==> src/hw/rtl/wia_pkg.sv <==
package wia_pkg;

    // Widths fixed by the item and register fields
    localparam int SOURCES_DEF = 4;
    localparam int SRC_IN      = 4;
    localparam int PAYLOAD_W   = 24;
    localparam int COUNTER_W   = 10;
    localparam int TOTAL_W     = 6;
    localparam int WEIGHT_W    = 4;
    localparam int PERIOD_W    = 6;
    localparam int WINNER_W    = 2;
    localparam int CFG_IDX_W   = 3;
    localparam int CFG_DATA_W  = 6;
    localparam int QUEUE_DEPTH = 2;

    // Source slots
    localparam int SRC_AUDIO  = 0;
    localparam int SRC_VIDEO  = 1;
    localparam int SRC_MOTION = 2;
    localparam int SRC_JPEG   = 3;

    // Register indexes
    localparam logic [CFG_IDX_W-1:0] CFG_WEIGHT_AUDIO   = 3'd0;
    localparam logic [CFG_IDX_W-1:0] CFG_WEIGHT_VIDEO   = 3'd1;
    localparam logic [CFG_IDX_W-1:0] CFG_WEIGHT_MOTION  = 3'd2;
    localparam logic [CFG_IDX_W-1:0] CFG_WEIGHT_JPEG    = 3'd3;
    localparam logic [CFG_IDX_W-1:0] CFG_SERVICE_PERIOD = 3'd4;

    // Register reset values
    localparam logic [WEIGHT_W-1:0] RST_WEIGHT_AUDIO  = 4'd1;
    localparam logic [WEIGHT_W-1:0] RST_WEIGHT_OTHER  = 4'd3;
    localparam logic [PERIOD_W-1:0] RST_PERIOD        = 6'd30;

    typedef struct packed {
        logic [SRC_IN-1:0][WEIGHT_W-1:0] weight;
        logic [PERIOD_W-1:0]             period;
    } wia_cfg_t;

    // Classified command as it sits in the queue
    typedef struct packed {
        logic                             cmd_en;
        logic                             evt_en;
        logic                             accept;
        logic [SRC_IN-1:0]                eligible;
        logic [SRC_IN-1:0][PAYLOAD_W-1:0] load;
    } wia_entry_t;

    typedef struct packed {
        logic       push;
        wia_entry_t entry;
    } wia_q_wr_t;

    typedef struct packed {
        logic       valid;
        logic       full;
        wia_entry_t entry;
    } wia_q_rd_t;

endpackage

==> src/hw/rtl/wia_if.sv <==
interface wia_cmd_if;
    import wia_pkg::*;

    logic                 valid;
    logic                 ready;
    logic                 command_irq_enable;
    logic                 event_irq_enable;
    logic                 audio_ready;
    logic [PAYLOAD_W-1:0] audio_size;
    logic                 video_ready;
    logic [PAYLOAD_W-1:0] video_size;
    logic                 motion_on;
    logic [PAYLOAD_W-1:0] motion_count;
    logic                 jpeg_ready;
    logic [PAYLOAD_W-1:0] jpeg_size;
    logic                 host_accepts;

    modport source (
        output valid, command_irq_enable, event_irq_enable, audio_ready, audio_size,
               video_ready, video_size, motion_on, motion_count, jpeg_ready, jpeg_size,
               host_accepts,
        input  ready
    );
    modport sink (
        input  valid, command_irq_enable, event_irq_enable, audio_ready, audio_size,
               video_ready, video_size, motion_on, motion_count, jpeg_ready, jpeg_size,
               host_accepts,
        output ready
    );
endinterface

interface wia_irq_if;
    import wia_pkg::*;

    logic                 valid;
    logic                 ready;
    logic                 command_enabled;
    logic                 event_enabled;
    logic                 raised;
    logic [WINNER_W-1:0]  winner;
    logic [PAYLOAD_W-1:0] payload;

    modport source (
        output valid, command_enabled, event_enabled, raised, winner, payload,
        input  ready
    );
    modport sink (
        input  valid, command_enabled, event_enabled, raised, winner, payload,
        output ready
    );
endinterface

==> src/hw/rtl/wia_front.sv <==
module wia_front #(
    parameter int SOURCES = wia_pkg::SOURCES_DEF
) (
    wia_cmd_if.sink          cmd,
    input  logic             q_full,
    output wia_pkg::wia_q_wr_t q_wr
);
    import wia_pkg::*;

    logic [SRC_IN-1:0] raw_elig;

    // Classify each source's request
    assign raw_elig[SRC_AUDIO]  = cmd.audio_ready;
    assign raw_elig[SRC_VIDEO]  = cmd.video_ready;
    assign raw_elig[SRC_MOTION] = cmd.motion_on && (cmd.motion_count != '0);
    assign raw_elig[SRC_JPEG]   = cmd.jpeg_ready;

    // Drop sources that this build does not have
    for (genvar g = 0; g < SRC_IN; g++)
    begin : g_mask
        if (g < SOURCES)
        begin : g_on
            assign q_wr.entry.eligible[g] = raw_elig[g];
        end
        else
        begin : g_off
            assign q_wr.entry.eligible[g] = 1'b0;
        end
    end

    assign q_wr.entry.cmd_en            = cmd.command_irq_enable;
    assign q_wr.entry.evt_en            = cmd.event_irq_enable;
    assign q_wr.entry.accept            = cmd.host_accepts;
    assign q_wr.entry.load[SRC_AUDIO]   = cmd.audio_size;
    assign q_wr.entry.load[SRC_VIDEO]   = cmd.video_size;
    assign q_wr.entry.load[SRC_MOTION]  = cmd.motion_count;
    assign q_wr.entry.load[SRC_JPEG]    = cmd.jpeg_size;

    // Take an item whenever the queue has room
    assign cmd.ready = !q_full;
    assign q_wr.push = cmd.valid && !q_full;

endmodule

==> src/hw/rtl/wia_queue.sv <==
module wia_queue (
    input  logic               clk,
    input  logic               rst_n,
    input  wia_pkg::wia_q_wr_t q_wr,
    input  logic               pop,
    output wia_pkg::wia_q_rd_t q_rd
);
    import wia_pkg::*;

    localparam int PTR_W = $clog2(QUEUE_DEPTH);
    localparam int CNT_W = $clog2(QUEUE_DEPTH + 1);

    wia_entry_t       mem [QUEUE_DEPTH];
    logic [PTR_W-1:0] wr_ptr_reg, wr_ptr_next;
    logic [PTR_W-1:0] rd_ptr_reg, rd_ptr_next;
    logic [CNT_W-1:0] count_reg, count_next;
    logic             do_push, do_pop;

    assign do_push = q_wr.push && (count_reg != CNT_W'(QUEUE_DEPTH));
    assign do_pop  = pop && (count_reg != '0);

    // Advance pointers and occupancy
    always_comb
    begin
        wr_ptr_next = wr_ptr_reg;
        rd_ptr_next = rd_ptr_reg;
        count_next  = count_reg;
        if (do_push)
        begin
            wr_ptr_next = (wr_ptr_reg == PTR_W'(QUEUE_DEPTH - 1)) ? '0 : wr_ptr_reg + 1'b1;
        end
        if (do_pop)
        begin
            rd_ptr_next = (rd_ptr_reg == PTR_W'(QUEUE_DEPTH - 1)) ? '0 : rd_ptr_reg + 1'b1;
        end
        if (do_push && !do_pop)
        begin
            count_next = count_reg + 1'b1;
        end
        else if (do_pop && !do_push)
        begin
            count_next = count_reg - 1'b1;
        end
    end

    always_ff @(posedge clk or negedge rst_n)
    begin
        if (!rst_n)
        begin
            wr_ptr_reg <= '0;
            rd_ptr_reg <= '0;
            count_reg  <= '0;
        end
        else
        begin
            wr_ptr_reg <= wr_ptr_next;
            rd_ptr_reg <= rd_ptr_next;
            count_reg  <= count_next;
        end
    end

    // Store pushed items
    always_ff @(posedge clk)
    begin
        if (do_push)
        begin
            mem[wr_ptr_reg] <= q_wr.entry;
        end
    end

    assign q_rd.valid = (count_reg != '0);
    assign q_rd.full  = (count_reg == CNT_W'(QUEUE_DEPTH));
    assign q_rd.entry = mem[rd_ptr_reg];

endmodule

==> src/hw/rtl/wia_back.sv <==
module wia_back #(
    parameter int SOURCES = wia_pkg::SOURCES_DEF
) (
    input  logic               clk,
    input  logic               rst_n,
    input  wia_pkg::wia_cfg_t  cfg,
    input  wia_pkg::wia_q_rd_t q_rd,
    output logic               pop,
    wia_irq_if.source          irq
);
    import wia_pkg::*;

    localparam int IDX_W = $clog2(SOURCES);

    logic [COUNTER_W-1:0] cnt_reg [SOURCES];
    logic [COUNTER_W-1:0] cnt_next [SOURCES];
    logic [COUNTER_W-1:0] cnt_eff [SOURCES];
    logic [WEIGHT_W-1:0]  wt [SOURCES];
    logic [SOURCES-1:0]   elig;
    logic [TOTAL_W-1:0]   total_reg, total_next;

    logic                 out_valid_reg;
    logic                 cmd_en_reg, evt_en_reg, raised_reg;
    logic [WINNER_W-1:0]  winner_reg;
    logic [PAYLOAD_W-1:0] payload_reg;

    logic                 wipe;
    logic                 found;
    logic [IDX_W-1:0]     best;
    logic [COUNTER_W-1:0] best_cnt;
    logic                 raise;
    logic [PAYLOAD_W-1:0] win_load;

    // Take the next item while the output slot is free or being drained
    assign pop = q_rd.valid && (!out_valid_reg || irq.ready);

    // Period clear applies to every event-enabled command once the total reaches the period
    assign wipe = q_rd.entry.evt_en && (total_reg >= TOTAL_W'(cfg.period));

    for (genvar g = 0; g < SOURCES; g++)
    begin : g_src
        if (g < SRC_IN)
        begin : g_real
            assign elig[g] = q_rd.entry.eligible[g];
            assign wt[g]   = cfg.weight[g];
        end
        else
        begin : g_extra
            assign elig[g] = 1'b0;
            assign wt[g]   = '0;
        end
        assign cnt_eff[g]  = wipe ? '0 : cnt_reg[g];
        assign cnt_next[g] = (raise && (best == IDX_W'(g)))
                             ? cnt_eff[g] + COUNTER_W'(wt[g]) : cnt_eff[g];
    end

    // Pick the least served eligible source, lower index on ties
    always_comb
    begin
        found    = 1'b0;
        best     = '0;
        best_cnt = '0;
        for (int i = 0; i < SOURCES; i++)
        begin
            if (elig[i] && (!found || (cnt_eff[i] < best_cnt)))
            begin
                found    = 1'b1;
                best     = IDX_W'(i);
                best_cnt = cnt_eff[i];
            end
        end
    end

    assign raise = q_rd.entry.evt_en && found && q_rd.entry.accept;

    // Select the winner's payload
    always_comb
    begin
        win_load = '0;
        for (int i = 0; i < SRC_IN; i++)
        begin
            if (i == int'(best))
            begin
                win_load = q_rd.entry.load[i];
            end
        end
    end

    assign total_next = raise ? (wipe ? TOTAL_W'(1) : total_reg + 1'b1)
                              : (wipe ? '0 : total_reg);

    // Update service state per popped item
    always_ff @(posedge clk or negedge rst_n)
    begin
        if (!rst_n)
        begin
            for (int i = 0; i < SOURCES; i++)
            begin
                cnt_reg[i] <= '0;
            end
            total_reg <= '0;
        end
        else if (pop)
        begin
            for (int i = 0; i < SOURCES; i++)
            begin
                cnt_reg[i] <= cnt_next[i];
            end
            total_reg <= total_next;
        end
    end

    // Hold the result until the host side takes it
    always_ff @(posedge clk or negedge rst_n)
    begin
        if (!rst_n)
        begin
            out_valid_reg <= 1'b0;
        end
        else if (pop)
        begin
            out_valid_reg <= 1'b1;
        end
        else if (irq.ready)
        begin
            out_valid_reg <= 1'b0;
        end
    end

    always_ff @(posedge clk)
    begin
        if (pop)
        begin
            cmd_en_reg  <= q_rd.entry.cmd_en;
            evt_en_reg  <= q_rd.entry.evt_en;
            raised_reg  <= raise;
            winner_reg  <= raise ? WINNER_W'(best) : '0;
            payload_reg <= raise ? win_load : '0;
        end
    end

    assign irq.valid           = out_valid_reg;
    assign irq.command_enabled = cmd_en_reg;
    assign irq.event_enabled   = evt_en_reg;
    assign irq.raised          = raised_reg;
    assign irq.winner          = winner_reg;
    assign irq.payload         = payload_reg;

endmodule

==> src/hw/rtl/weighted_interrupt_arbiter.sv <==
// Weighted least-served arbiter for one host interrupt line shared by audio,
// video, motion and JPEG sources. Each command item on cmd yields exactly one
// result item on irq, in order. The block takes one item per clock cycle while its
// queue has room: the front stage classifies the command into a two-entry queue,
// and the back stage runs the period clear, the minimum-counter pick and the
// counter update combinationally, ahead of the result register that offers the
// result on irq. Either side may stall freely; up to two commands plus one waiting
// result are buffered. Weights and the service period are written through
// cfg_we/cfg_index/cfg_data; the user must write them only while the block is idle,
// as the block itself does not enforce this.
module weighted_interrupt_arbiter #(
    parameter int SOURCES = wia_pkg::SOURCES_DEF
) (
    input  logic                         clk,
    input  logic                         rst_n,
    wia_cmd_if.sink                      cmd,
    wia_irq_if.source                    irq,
    input  logic                         cfg_we,
    input  logic [wia_pkg::CFG_IDX_W-1:0]  cfg_index,
    input  logic [wia_pkg::CFG_DATA_W-1:0] cfg_data
);
    import wia_pkg::*;

    wia_cfg_t  cfg_reg;
    wia_q_wr_t q_wr;
    wia_q_rd_t q_rd;
    logic      pop;

    // Write configuration registers
    always_ff @(posedge clk or negedge rst_n)
    begin
        if (!rst_n)
        begin
            cfg_reg.weight[SRC_AUDIO]  <= RST_WEIGHT_AUDIO;
            cfg_reg.weight[SRC_VIDEO]  <= RST_WEIGHT_OTHER;
            cfg_reg.weight[SRC_MOTION] <= RST_WEIGHT_OTHER;
            cfg_reg.weight[SRC_JPEG]   <= RST_WEIGHT_OTHER;
            cfg_reg.period             <= RST_PERIOD;
        end
        else if (cfg_we)
        begin
            case (cfg_index)
                CFG_WEIGHT_AUDIO:   cfg_reg.weight[SRC_AUDIO]  <= cfg_data[WEIGHT_W-1:0];
                CFG_WEIGHT_VIDEO:   cfg_reg.weight[SRC_VIDEO]  <= cfg_data[WEIGHT_W-1:0];
                CFG_WEIGHT_MOTION:  cfg_reg.weight[SRC_MOTION] <= cfg_data[WEIGHT_W-1:0];
                CFG_WEIGHT_JPEG:    cfg_reg.weight[SRC_JPEG]   <= cfg_data[WEIGHT_W-1:0];
                CFG_SERVICE_PERIOD: cfg_reg.period             <= cfg_data[PERIOD_W-1:0];
                default:            ;
            endcase
        end
    end

    wia_front #(
        .SOURCES(SOURCES)
    ) u_front (
        .cmd    (cmd),
        .q_full (q_rd.full),
        .q_wr   (q_wr)
    );

    wia_queue u_queue (
        .clk   (clk),
        .rst_n (rst_n),
        .q_wr  (q_wr),
        .pop   (pop),
        .q_rd  (q_rd)
    );

    wia_back #(
        .SOURCES(SOURCES)
    ) u_back (
        .clk   (clk),
        .rst_n (rst_n),
        .cfg   (cfg_reg),
        .q_rd  (q_rd),
        .pop   (pop),
        .irq   (irq)
    );

    // A raise only happens with event interrupts enabled
    a_raise_needs_event: assert property (@(posedge clk) disable iff (!rst_n)
        (irq.valid && irq.raised) |-> irq.event_enabled)
        else $error("interrupt raised with events disabled");

    // Without a raise the winner and payload read zero
    a_idle_fields_zero: assert property (@(posedge clk) disable iff (!rst_n)
        (irq.valid && !irq.raised) |-> ((irq.winner == '0) && (irq.payload == '0)))
        else $error("winner or payload set without a raise");

    // Motion wins only with a nonzero count
    a_motion_nonzero: assert property (@(posedge clk) disable iff (!rst_n)
        (irq.valid && irq.raised && (irq.winner == WINNER_W'(SRC_MOTION)))
        |-> (irq.payload != '0))
        else $error("motion raised with zero count");

endmodule

==> src/flat_wrapper.sv <==
// flat-port wrapper written by rule: the top's interface ports become plain ports
module weighted_interrupt_arbiter_flat import wia_pkg::*;
#(
    parameter int SOURCES = wia_pkg::SOURCES_DEF
)
  (clk, rst_n, cfg_we, cfg_index, cfg_data, cmd_valid, cmd_command_irq_enable, cmd_event_irq_enable, cmd_audio_ready, cmd_audio_size, cmd_video_ready, cmd_video_size, cmd_motion_on, cmd_motion_count, cmd_jpeg_ready, cmd_jpeg_size, cmd_host_accepts, cmd_ready, irq_valid, irq_command_enabled, irq_event_enabled, irq_raised, irq_winner, irq_payload, irq_ready);
  wia_cmd_if cmd_i ();
  wia_irq_if irq_i ();
  input  logic clk;
  input  logic rst_n;
  input  logic cfg_we;
  input  logic [wia_pkg::CFG_IDX_W-1:0] cfg_index;
  input  logic [wia_pkg::CFG_DATA_W-1:0] cfg_data;
  input wire logic [$bits(cmd_i.valid)-1:0] cmd_valid;
  input wire logic [$bits(cmd_i.command_irq_enable)-1:0] cmd_command_irq_enable;
  input wire logic [$bits(cmd_i.event_irq_enable)-1:0] cmd_event_irq_enable;
  input wire logic [$bits(cmd_i.audio_ready)-1:0] cmd_audio_ready;
  input wire logic [$bits(cmd_i.audio_size)-1:0] cmd_audio_size;
  input wire logic [$bits(cmd_i.video_ready)-1:0] cmd_video_ready;
  input wire logic [$bits(cmd_i.video_size)-1:0] cmd_video_size;
  input wire logic [$bits(cmd_i.motion_on)-1:0] cmd_motion_on;
  input wire logic [$bits(cmd_i.motion_count)-1:0] cmd_motion_count;
  input wire logic [$bits(cmd_i.jpeg_ready)-1:0] cmd_jpeg_ready;
  input wire logic [$bits(cmd_i.jpeg_size)-1:0] cmd_jpeg_size;
  input wire logic [$bits(cmd_i.host_accepts)-1:0] cmd_host_accepts;
  output wire logic [$bits(cmd_i.ready)-1:0] cmd_ready;
  output wire logic [$bits(irq_i.valid)-1:0] irq_valid;
  output wire logic [$bits(irq_i.command_enabled)-1:0] irq_command_enabled;
  output wire logic [$bits(irq_i.event_enabled)-1:0] irq_event_enabled;
  output wire logic [$bits(irq_i.raised)-1:0] irq_raised;
  output wire logic [$bits(irq_i.winner)-1:0] irq_winner;
  output wire logic [$bits(irq_i.payload)-1:0] irq_payload;
  input wire logic [$bits(irq_i.ready)-1:0] irq_ready;
  assign cmd_i.valid = cmd_valid;
  assign cmd_i.command_irq_enable = cmd_command_irq_enable;
  assign cmd_i.event_irq_enable = cmd_event_irq_enable;
  assign cmd_i.audio_ready = cmd_audio_ready;
  assign cmd_i.audio_size = cmd_audio_size;
  assign cmd_i.video_ready = cmd_video_ready;
  assign cmd_i.video_size = cmd_video_size;
  assign cmd_i.motion_on = cmd_motion_on;
  assign cmd_i.motion_count = cmd_motion_count;
  assign cmd_i.jpeg_ready = cmd_jpeg_ready;
  assign cmd_i.jpeg_size = cmd_jpeg_size;
  assign cmd_i.host_accepts = cmd_host_accepts;
  assign cmd_ready = cmd_i.ready;
  assign irq_valid = irq_i.valid;
  assign irq_command_enabled = irq_i.command_enabled;
  assign irq_event_enabled = irq_i.event_enabled;
  assign irq_raised = irq_i.raised;
  assign irq_winner = irq_i.winner;
  assign irq_payload = irq_i.payload;
  assign irq_i.ready = irq_ready;
  weighted_interrupt_arbiter #(.SOURCES(SOURCES)) u_core (.clk(clk), .rst_n(rst_n), .cmd(cmd_i), .irq(irq_i), .cfg_we(cfg_we), .cfg_index(cfg_index), .cfg_data(cfg_data));
endmodule
==> config.mk <==
export PLATFORM = sky130hd
export DESIGN_NAME = weighted_interrupt_arbiter_flat
export DESIGN_NICKNAME = d
export VERILOG_FILES = /design/src/hw/rtl/wia_pkg.sv /design/src/hw/rtl/wia_if.sv /design/src/hw/rtl/wia_front.sv /design/src/hw/rtl/wia_queue.sv /design/src/hw/rtl/wia_back.sv /design/src/hw/rtl/weighted_interrupt_arbiter.sv /design/src/flat_wrapper.sv
export SDC_FILE = /design/constraint.sdc
export NUM_CORES = 1
export LEC_CHECK = 0
export BUFFER_PORTS_ARGS = -buffer_cell sky130_fd_sc_hd__buf_2
export CAP_MARGIN = 30
export CORE_MARGIN = 5
export CORE_UTILIZATION = 50
export DETAILED_ROUTE_END_ITERATION = 16
export GPL_TIMING_DRIVEN = 1
export PLACE_DENSITY = 0.69
export RECOVER_POWER = 25
export SLEW_MARGIN = 20
export SYNTH_ARGS = -nofsm -noshare
export SYNTH_HDL_FRONTEND = slang
export SYNTH_HIERARCHICAL = 1
export SYNTH_SLANG_ARGS = --single-unit
==> constraint.sdc <==
create_clock -name clk -period 11.5 [get_ports clk]
set_input_delay 0 -clock clk [delete_from_list [all_inputs] [get_ports clk]]
set_output_delay 0 -clock clk [all_outputs]
set_load 0.05 [all_outputs]
Word-level counts from Yosys, hierarchy flattened
Memories as Yosys holds them, arrays and structs flattened.
Cells that the tools add are included.
{ "op_classes": {"addsub": 9, "n_lt_le_gt_ge": 4, "n_eq_ne": 12, "n_mux": 33, "reduce_logical": 42} }
{ "op_table": {"columns": ["cell", "n"], "rows": [
  ["$mux W10", 11],
  ["$mux W24", 4],
  ["$add A10 B4 Y10", 4],
  ["$lt A10 B10 Y1", 3],
  ["$reduce_bool A24 Y1", 1],
  ["$mux W6", 3],
  ["$logic_and A1 B1 Y1", 17],
  ["$reduce_and A2 Y1", 6],
  ["$mux W1", 11],
  ["$mux W2", 4],
  ["$reduce_bool A2 Y1", 4],
  ["$logic_not A1 Y1", 7],
  ["$add A6 B1 Y6 const B", 1],
  ["$eq A2 B2 Y1 const B", 3],
  ["$eq A3 B2 Y1 const B", 2],
  ["$ge A6 B6 Y1", 1],
  ["$eq A2 B2 Y1 const A", 2],
  ["$logic_not A2 Y1", 2],
  ["$logic_or A1 B1 Y1", 4],
  ["$eq A3 B1 Y1 const B", 1],
  ["$eq A3 B3 Y1 const B", 1],
  ["$logic_not A3 Y1", 1],
  ["$add A1 B1 Y1 const B", 2],
  ["$add A2 B1 Y2 const B", 1],
  ["4 further kinds", 4]
]} }
{ "word_totals": {"regBits": 102, "mem_bits_rw": 206, "memories": 1} }
{ "mem_list": {"columns": ["memory", "words", "width", "read_ports", "rd_ports_with_merged_regs", "wr", "line", "source"], "rows": [
  ["u_core.u_queue.mem", 2, 103, 1, 0, 1, "wia_queue.sv:13", "wia_entry_t mem [QUEUE_DEPTH];"]
]} }

Logic depth before layout (Yosys ltp)
{ "logic_depth": {"word_depth": 21, "depth_mapped": 39, "depth_no_buf": 33} }

Cells and area by module
The synthesis kept the hierarchy.
{ "by_module_without_submodules": {"columns": ["module", "instances", "cells_per_inst", "area_per_inst_um2", "seq_area_each_um2"], "rows": [
  ["wia_queue", 1, 340, 7882.6, 6286.0],
  ["wia_back", 1, 694, 5972.0, 2047.0],
  ["weighted_interrupt_arbiter", 1, 50, 884.6, 564.3],
  ["wia_front", 1, 113, 837.1, 0.0]
]} }

Worst setup path before layout
No wires, ideal clock.
{ "synth_timing": {"path_kind": "register -> register", "startpoint": "register u_core.u_queue.rd_ptr_reg", "endpoint": "register u_core.u_back.payload_reg[2], in the netlist u_core/u_back/irq.payload[2] (data pin)", "setup_ns": 0.285, "arrival_ns": 8.390, "required_ns": 11.215, "path_slack_ns": 2.825, "path_stages_with_launch": 40, "n_path_buf": 8, "synth_period_minus_slack_ns": 8.675, "cell_sequence": "dfrtp_1 > buf_6 > buf_2 > mux2_2 > inv_1 > o22ai_1 > a21oi_1 > and2_1 > clkbuf_1 > nand2_1 > ha_1 > nor4_1 > o211ai_1 > a221o_1 > a221oi_4 > clkbuf_1 > nor2_1 > a21oi_1 > (+4 left out) > a211oi_1 > and4_1 > a211o_1 > buf_2 > buf_2 > a21oi_1 > ha_1 > a21o_1 > a21o_1 > a2111oi_0 > o31a_1 > o211ai_1 > o41a_2 > a21boi_1 > buf_4 > buf_6 > a311o_1 > a21oi_1"} }
{ "synth_rtl": {"columns": ["item", "line", "source"], "rows": [
  ["from (decl)", "wia_queue.sv:15", "logic [PTR_W-1:0] rd_ptr_reg, rd_ptr_next;"],
  ["from (signal assigned)", "wia_queue.sv:57", "rd_ptr_reg <= rd_ptr_next;"],
  ["to (signal assigned)", "wia_back.sv:138", "payload_reg <= raise ? win_load : '0;"],
  ["to (decl)", "wia_back.sv:25", "logic [PAYLOAD_W-1:0] payload_reg;"]
]} }

==> results.json <==
{
  "outcome": "complete, no violations",
  "r2r_end": "u_core/u_back/cnt_reg[2]",
  "syn_to_final_growth_pct": 16.2,
  "htree_levels": 2,
  "postRouteAntennaNets": 0,
  "arrival_ns": 10.32,
  "grt_pass1_vias": 10400,
  "largest_register_ffs": 206,
  "drive_gt1_frac": 0.216,
  "path_class": "flop to flop",
  "yosys.area.top_type": "edfxtp_1",
  "core-area_sq_um": 30700,
  "drt_pass1_iterations": 5,
  "grt-ovfl-total": 0,
  "crit_buf_inv": 3,
  "portBuffers": 147,
  "cts_buffers": 34,
  "min_period_over_period": 0.864,
  "place_area_sq_um": 16000,
  "drc": 0,
  "grt_setup_unrepaired": "no",
  "die_h_um": 187,
  "setup_viol": 0,
  "cts-root-buf": "clkbuf_16",
  "synth_area_leaders": "edfxtp_1 45%, dfrtp_1 10%, mux2_4 5.8%, buf_4 5.0%, mux2_2 4.3%",
  "clock_latency_ns": 0.52,
  "cts_tree": "yes",
  "fin_area_sq_um": 18100,
  "ir_drop_uv": 176,
  "hold_slack_ns": 0.0501,
  "io_pins": 148,
  "syn-mean-instance-area_sq_um": 13.0,
  "slew_headroom": 0.344,
  "fin_crit_ns": 9.94,
  "synth_top_area_share": 0.453,
  "required_ns": 11.89,
  "yosysUniqueCellTypes": 78,
  "start_kind": "flop",
  "detail_route.vias_per_cell": 5.53,
  "worstMarginPinSlew_ns": 0.984,
  "synth_area_sq_um": 15600,
  "reg2reg_from": "u_core/u_queue/rd_ptr_reg",
  "fin_ws_ns": 1.56,
  "hpwl_um": 23000,
  "numClockSinks": 308,
  "setup_tns_ns": 0,
  "antenna_found_initial": 1,
  "dieArea_sq_um": 34800,
  "rows": 64,
  "total_power_mw": 5.04,
  "slowest_delay_ns": 0.76,
  "place_congestion": 0.912,
  "synth_edf_count": 235,
  "cts.clk_slew.worst_paths_ns": 0.06,
  "crit_family": "compound AO/OA/AOI/OAI gates",
  "fin_util": 0.590,
  "final_nets": 1541,
  "syn_nets": 1369,
  "routedWlPerCell_um": 20.5,
  "synth.most_common_cell": "edfxtp_1",
  "cts_resized": 0,
  "groute.usage.overall": 0.208,
  "yosysSeqAreaShare": 0.571,
  "grt_max_degree": 74,
  "hold_path_class": "primary input to async pin",
  "vias": 9890,
  "drtIter0Drc": 601,
  "place_ws_ns": 1.80,
  "ys_warn_count": 6,
  "fmax_ghz": 0.101,
  "die_w_um": 187,
  "power_density_nw_per_um2": 279,
  "cp-end-kind": "flop",
  "leakagePower_nw": 7.11,
  "async_reset_ff_frac": 0.237,
  "layout.cells.non_filler": 1790,
  "synthCells": 1197,
  "fin_skew_ns": 0.0132,
  "synthFlopType": "edfxtp_1",
  "wl_um": 36700,
  "cp_slowest_cell": "a21oi_2",
  "critPathMaxFanout": 29,
  "clockBufferDepth": 3,
  "synth_seq_cells": 308,
  "cap_violations": 0,
  "drv_slew": 0,
  "r2r_cells": 33,
  "grt_pass1_wl_um": 58400,
  "yosys-top-cells-count": "235 x edfxtp_1, 121 x nand2_1, 103 x buf_4",
  "rrSetupSlack_ns": 1.56,
  "dp.cells": 1612,
  "start_util": 0.508,
  "hold_violations": 0
}
-- power by group --
part,switching (mW),internal (mW)
clock,0.438,0.564
combinational,1.49,0.851
sequential,0.125,1.57
-- layout by cell type, fill, tap and decap left out, drive strengths merged, types with 29 or more instances in the layout --
cell type and instances:
dlygate4sd3 116, nand3 29, ha 51, edfxtp 235
nand2 121, buf 102, nor2 56, inv 38
mux2 125, dfrtp 62, clkbuf 115, a21oi 44
-- what timing repair did --
item	CTS	global route
setup buffers	0	0
hold buffers	116	0
endpoints found under the hold margin	292	0
-- cell type report --
cell class                 count  area [sq um]
antenna                        2          5.00
clock buffer                  49           927
clock inverter                10          73.8
fill                        2396         12600
inverter                      37           139
multi-input combinational    704          5530
sequential                   308          8900
tap                          396           495
timing repair buffer         284          2030
-- tightest hold or removal path, delay by kind of cell --
kind | cells | cell delay (ns)
buffers and inverters | 3 | 0.99
-- cells by family after synthesis --
| family | Yosys count | share of synthesized area |
|---|---|---|
| and+or+nand+nor | 315 | 0.101 |
| DFF | 308 | 0.571 |
| buffers and inverters | 185 | 0.0752 |
| AOI/OAI and AO/OA | 170 | 0.0796 |
| muxes | 131 | 0.109 |
| adders and majority gates | 55 | 0.0461 |
| xor gates and xnor gates | 33 | 0.0186 |
-- metal layers --
layer | global-route usage | part of all wire | vias to the layer above
met5 | 0 | 0 | -
met4 | 0.0611 | 0.027 | 0
met3 | 0.0471 | 0.069 | 76
met2 | 0.345 | 0.48 | 349
met1 | 0.276 | 0.42 | 4817
li1 | - | - | 4648
-- worst max-delay path by stage --
stage / startpoint / endpoint / slack (ns) / depth (start not counted)
floorplan: u_core/u_queue/rd_ptr_reg / u_core/u_back/irq.payload[2] / 2.82 / 39
global route: u_core/u_queue/rd_ptr_reg / u_core/u_back/cnt_reg[2] / 0.88 / 33
finish: u_core/u_queue/rd_ptr_reg / u_core/u_back/cnt_reg[2] / 1.56 / 33
detailed placement: u_core/u_queue/rd_ptr_reg / u_core/u_back/cnt_reg[2] / 1.80 / 33
CTS: u_core/u_queue/rd_ptr_reg / u_core/u_back/cnt_reg[2] / 1.71 / 33
global placement: u_core/u_queue/rd_ptr_reg / u_core/u_back/cnt_reg[2] / 2.06 / 33
(Power assumes the default switching activity.)
